==> src/rtl/kscr_pkg.sv <==
// ----------------------------------------------------------------------------
// kscr_pkg
// Shared types and constants of the kinetic scroller: field widths,
// operation codes, item classes and the queued item record.
// ----------------------------------------------------------------------------
package kscr_pkg;

    localparam int POS_W         = 25;
    localparam int VAL_W         = 16;
    localparam int OP_W          = 3;
    localparam int CFG_W         = 16;
    localparam int CFG_ADDR_W    = 2;
    localparam int IN_TDATA_W    = 40;
    localparam int OUT_TDATA_W   = 56;
    localparam int OUT_TUSER_W   = 2;
    localparam int FRAC_BITS_DEF = 8;

    localparam logic [OP_W-1:0] OP_TICK    = 3'd0;
    localparam logic [OP_W-1:0] OP_PRESS   = 3'd1;
    localparam logic [OP_W-1:0] OP_MOVE    = 3'd2;
    localparam logic [OP_W-1:0] OP_RELEASE = 3'd3;
    localparam logic [OP_W-1:0] OP_FLICK   = 3'd4;
    localparam logic [OP_W-1:0] OP_JUMP    = 3'd5;

    localparam logic [CFG_ADDR_W-1:0] CFG_VIEW_W    = 2'd0;
    localparam logic [CFG_ADDR_W-1:0] CFG_VIEW_H    = 2'd1;
    localparam logic [CFG_ADDR_W-1:0] CFG_CONTENT_W = 2'd2;
    localparam logic [CFG_ADDR_W-1:0] CFG_CONTENT_H = 2'd3;

    typedef enum logic [2:0] {
        K_NONE,
        K_TICK,
        K_PRESS,
        K_MOVE,
        K_RELEASE,
        K_FLICK,
        K_JUMP
    } t_kind;

    typedef struct packed {
        t_kind                    kind;
        logic signed [VAL_W-1:0]  x;
        logic signed [VAL_W-1:0]  y;
        logic                     ease;
    } t_item;

endpackage

==> src/rtl/kscr_front.sv <==
// ----------------------------------------------------------------------------
// kscr_front
// Input side: takes beats, decodes the operation into an item class and
// holds up to two items for the physics engine.
// ----------------------------------------------------------------------------
module kscr_front
    import kscr_pkg::*;
(
    input  logic                   i_clk,
    input  logic                   i_rst_n,
    input  logic                   s_axis_tvalid,
    output logic                   s_axis_tready,
    input  logic [IN_TDATA_W-1:0]  s_axis_tdata,   // x_value, y_value, animate_jump
    input  logic [OP_W-1:0]        s_axis_tuser,   // operation
    output t_item                  o_item,
    output logic                   o_item_valid,
    input  logic                   i_item_pop
);

    t_item       r_queue [2];
    logic        r_wr;
    logic        r_rd;
    logic [1:0]  r_cnt;
    t_item       c_item;
    logic        c_push;

    always_comb begin
        c_item.x    = s_axis_tdata[VAL_W-1:0];
        c_item.y    = s_axis_tdata[2*VAL_W-1:VAL_W];
        c_item.ease = s_axis_tdata[2*VAL_W];
        unique case (s_axis_tuser)
            OP_TICK:    c_item.kind = K_TICK;
            OP_PRESS:   c_item.kind = K_PRESS;
            OP_MOVE:    c_item.kind = K_MOVE;
            OP_RELEASE: c_item.kind = K_RELEASE;
            OP_FLICK:   c_item.kind = K_FLICK;
            OP_JUMP:    c_item.kind = K_JUMP;
            default:    c_item.kind = K_NONE;
        endcase
    end

    assign s_axis_tready = (r_cnt != 2'd2);
    assign c_push        = s_axis_tvalid && s_axis_tready;
    assign o_item        = r_queue[r_rd];
    assign o_item_valid  = (r_cnt != 2'd0);

    always_ff @(posedge i_clk) begin
        if (!i_rst_n) begin
            r_wr  <= 1'b0;
            r_rd  <= 1'b0;
            r_cnt <= 2'd0;
        end else begin
            if (c_push) begin
                r_queue[r_wr] <= c_item;
                r_wr          <= !r_wr;
            end
            if (i_item_pop) begin
                r_rd <= !r_rd;
            end
            r_cnt <= r_cnt + 2'(c_push) - 2'(i_item_pop);
        end
    end

endmodule

==> config.mk <==
export PLATFORM = sky130hd
export DESIGN_NAME = kscr_front
export DESIGN_NICKNAME = d
export VERILOG_FILES = /design/src/rtl/kscr_pkg.sv /design/src/rtl/kscr_front.sv
export SDC_FILE = /design/constraint.sdc
export NUM_CORES = 1
export LEC_CHECK = 0
export CAP_MARGIN = 5
export CORE_MARGIN = 4
export CORE_UTILIZATION = 62
export DETAILED_ROUTE_END_ITERATION = 10
export DONT_BUFFER_PORTS = 1
export GPL_ROUTABILITY_DRIVEN = 0
export PLACE_DENSITY_LB_ADDON = 0.3
export SLEW_MARGIN = 20
export SYNTH_ARGS = -nofsm -noshare
export SYNTH_HDL_FRONTEND = slang
export SYNTH_SLANG_ARGS = --single-unit
==> constraint.sdc <==
create_clock -name i_clk -period 3.3 [get_ports i_clk]
set_input_delay 0 -clock i_clk [delete_from_list [all_inputs] [get_ports i_clk]]
set_output_delay 0 -clock i_clk [all_outputs]
set_load 0.03 [all_outputs]
==> metrics.yaml <==
yosys:
  avgSynthCellArea_um2: 21.38
  syn_nets: 190
  synth_top_area_share_pct: 71.73
  synth_top_cell_by_area: "edfxtp_1"
  syn_inst: 141
  yosysWarningCount: 0
  synth.area.top_cells: "edfxtp_1 (72%), mux2_4 (15%), dfxtp_1 (3.3%)"
  ys_types: 20
  ys_seq_area_share_pct: 75.05
  syn_area_um2: 3014
  synth-seq-cells: 77
setup_path:
  r2r_cells: 3
  slowest_delay_ps: 760
  critPathKind: "reg -> reg"
  cp.required_ps: 3260
  reg2reg_to: "r_queue[1][15]$_DFFE_PP_"
  worstSetupStartpointType: "register"
  ff2ff_setup_slack_ps: 1160
  worst-path-max-fanout: 36
  crit_chain: "nand2b_1 -> and2_1 -> and3_2"
  r2r_start: "r_cnt[0]$_SDFF_PN0_"
  cp_slowest_cell: "and3_2"
  cp-end-kind: "register"
  crit_arrival_ps: 2110
job:
  cap_viol_max_count: 0
sta:
  clock_skew_ps: 6.233
  rsz0062_at_grt: "no"
  min_period_ps: 2143
  hold_viol_final: 0
  final_max_slew_viol_count: 0
  slew_headroom_pct: 44.73
  tns_ps: 0
  tightest_slew_ps: 829.0
  post-route-period-util_pct: 64.95
  setup_ws_ps: 1157
  whs_ps: 56.90
  setup_viol: 0
  fmax_mhz: 466.6
grt:
  globalRouteTotalUtil_pct: 19.42
  grt_first_pass_wirelength_um: 8383
  grt_pass1_vias: 1549
  grt-ovfl-total: 0
  grt_max_degree: 37
  antenna_found_initial: 0
pwr:
  power.density_nw_per_um2: 648.7
  vdd_ir_drop_max_mv: 0.6007
  p_leak_nw: 1.313
placed_design:
  dp_slack_ps: 1213
  dpl.cell_count: 205
  dpl_cell_area_um2: 3044
  hpwl_um: 3056
  numPortBuffers: 0
die:
  die_w_um: 77.73
  ios: 85
  fp.dieH_um: 77.73
  die-area_um2: 6041
  num_rows: 25
  initial_core_util_pct: 63.81
  core_um2: 4723
final_layout:
  seqCellArea_um2: 2266
  finalInstanceArea_um2: 3661
  antenna_cells: 0
  fill_cells: 261
  syn_to_final_growth_pct: 21.46
  multi_input_area_um2: 681.9
  nNetsFinal: 238
  instances_no_fill: 261
  drive_above_1_share_pct: 28.87
routing:
  drc: 0
  viasPerCell: 5.241
  drt-pass1-iter-count: 4
  wl_per_cell_um: 20.70
  drtIter0Drc: 81
  drtAntennaViolNets: 0
  vias: 1368
  routed_wl_um: 5404
status:
  outcome: "complete, no violations"
worst_hold_path:
  hold_path_class: "in -> reg"
  hold_depth: 3
  hp-start: "i_item_pop"
  holdPathEnd: "r_cnt[1]$_SDFF_PN0_"
clocking:
  cts-resized-gates: 0
  worstSkewPairLatency_ps: 330
  cts-buffers-inserted: 9
  cts_hold_buf: 40
  cts_tree: "built"
  post-cts-setup-buffer-count: 0
  cts_root_buf: "clkbuf_8"
  cts.sinks: 77
  h-tree-depth: 3
  cts_max_path_buffers: 2
  path_clk_slew_ps: 80
## cells in the final DEF, fill, tap and decap left out
| cell type | synthesis | layout |
|---|---|---|
| clkbuf_8 | 0 | 9 |
| xnor2_1 | 2 | 2 |
| nand2_1 | 2 | 2 |
| bufinv_16 | 0 | 2 |
| o22ai_1 | 1 | 1 |
| dfxtp_1 | 5 | 4 |
| nand2b_1 | 2 | 2 |
| a21oi_1 | 1 | 1 |
| xor2_1 | 1 | 1 |
| mux2_4 | 30 | 30 |
| ha_1 | 2 | 2 |
| nand3_1 | 1 | 1 |
| clkinvlp_4 | 0 | 1 |
| dlygate4sd3_1 | 0 | 40 |
| inv_1 | 2 | 2 |
| and3_2 | 0 | 1 |
| mux2i_1 | 2 | 2 |
| dfxtp_4 | 0 | 1 |
| mux2_2 | 6 | 6 |
| and2_1 | 5 | 5 |
| clkinv_1 | 0 | 1 |
| or2_2 | 1 | 1 |
| clkinv_4 | 0 | 1 |
| clkinv_2 | 0 | 2 |
| edfxtp_1 | 72 | 72 |
| nor2_4 | 0 | 1 |
| buf_4 | 0 | 1 |
## where the power goes
part	switching [mW]	internal, mW	leakage [nW]
Clock	0.322	0.422	0.107
Combinational	0.255	0.158	0.505
Sequential	0.0537	1.16	0.702
## registers in the layout, indices dropped and copies added, names as in the netlist, named ones only
| register | flops |
|---|---|
| r_queue | 72 |
| r_cnt | 2 |
| r_rd | 1 |
| r_wr | 1 |
## area by class of cell
cell class	count	area share (%)
sequential	77	61.89
multi-input combinational	58	18.63
timing repair buffer	41	11.14
clock buffer	9	3.383
clock inverter	7	2.461
tap	67	2.290
inverter	2	0.2051
## cell usage after synthesis
master,n
buf_6,1
or2_2,1
nand2b_1,2
xor2_1,1
xnor2_1,2
o22ai_1,1
edfxtp_1,72
and3_1,1
inv_1,2
mux2i_1,2
nor2_1,1
ha_1,2
buf_12,3
mux2_2,6
and2_1,5
mux2_4,30
a21oi_1,1
nand2_1,2
nand3_1,1
dfxtp_1,5
## how the worst max path moves through the flow
stage                              startpoint                        to
after floorplan           r_cnt[0]$_SDFF_PN0_   r_queue[0][0]$_DFFE_PP_
after global placement    r_cnt[0]$_SDFF_PN0_  r_queue[1][16]$_DFFE_PP_
after detailed placement  r_cnt[0]$_SDFF_PN0_  r_queue[1][16]$_DFFE_PP_
after CTS                 r_cnt[0]$_SDFF_PN0_  r_queue[1][13]$_DFFE_PP_
after global routing      r_cnt[0]$_SDFF_PN0_  r_queue[1][15]$_DFFE_PP_
final                     r_cnt[0]$_SDFF_PN0_  r_queue[1][15]$_DFFE_PP_
## through the flow
stage | total power [mW] | util, %
2_1_floorplan | 1.564 | -
3_3_place_gp | 1.585 | 64.45
3_5_place_dp | 1.605 | 64.45
4_1_cts | 2.386 | 77.46
5_1_grt | 2.464 | 77.51
6_report | 2.375 | 77.51
## per-layer routing
layer,wire (um),vias to the layer above,global-route usage [%],part of all wire (%)
met5,0,-,0,0
li1,-,636,-,-
met1,1923,672,20.94,36
met4,52,0,7.473,0.96
met2,3111,54,35.02,58
met3,317,6,6.381,5.9
## worst max-delay path: cells and delay by family, from the launching register on
family | cells | cell delay [ps]
flip-flops | 1 | 370
AND/OR/NAND/NOR | 3 | 1390
## logic make-up after synthesis
logic type,synth area share [%]
XOR/XNOR,0.8719
flip-flops,75.05
adder cells (fa/ha/maj),0.8301
buffers and inverters,2.615
AO/OA/AOI/OAI,0.3736
AND/OR/NAND/NOR,2.408
multiplexers,17.85
No activity file was read; power rests on OpenSTA's default activity.
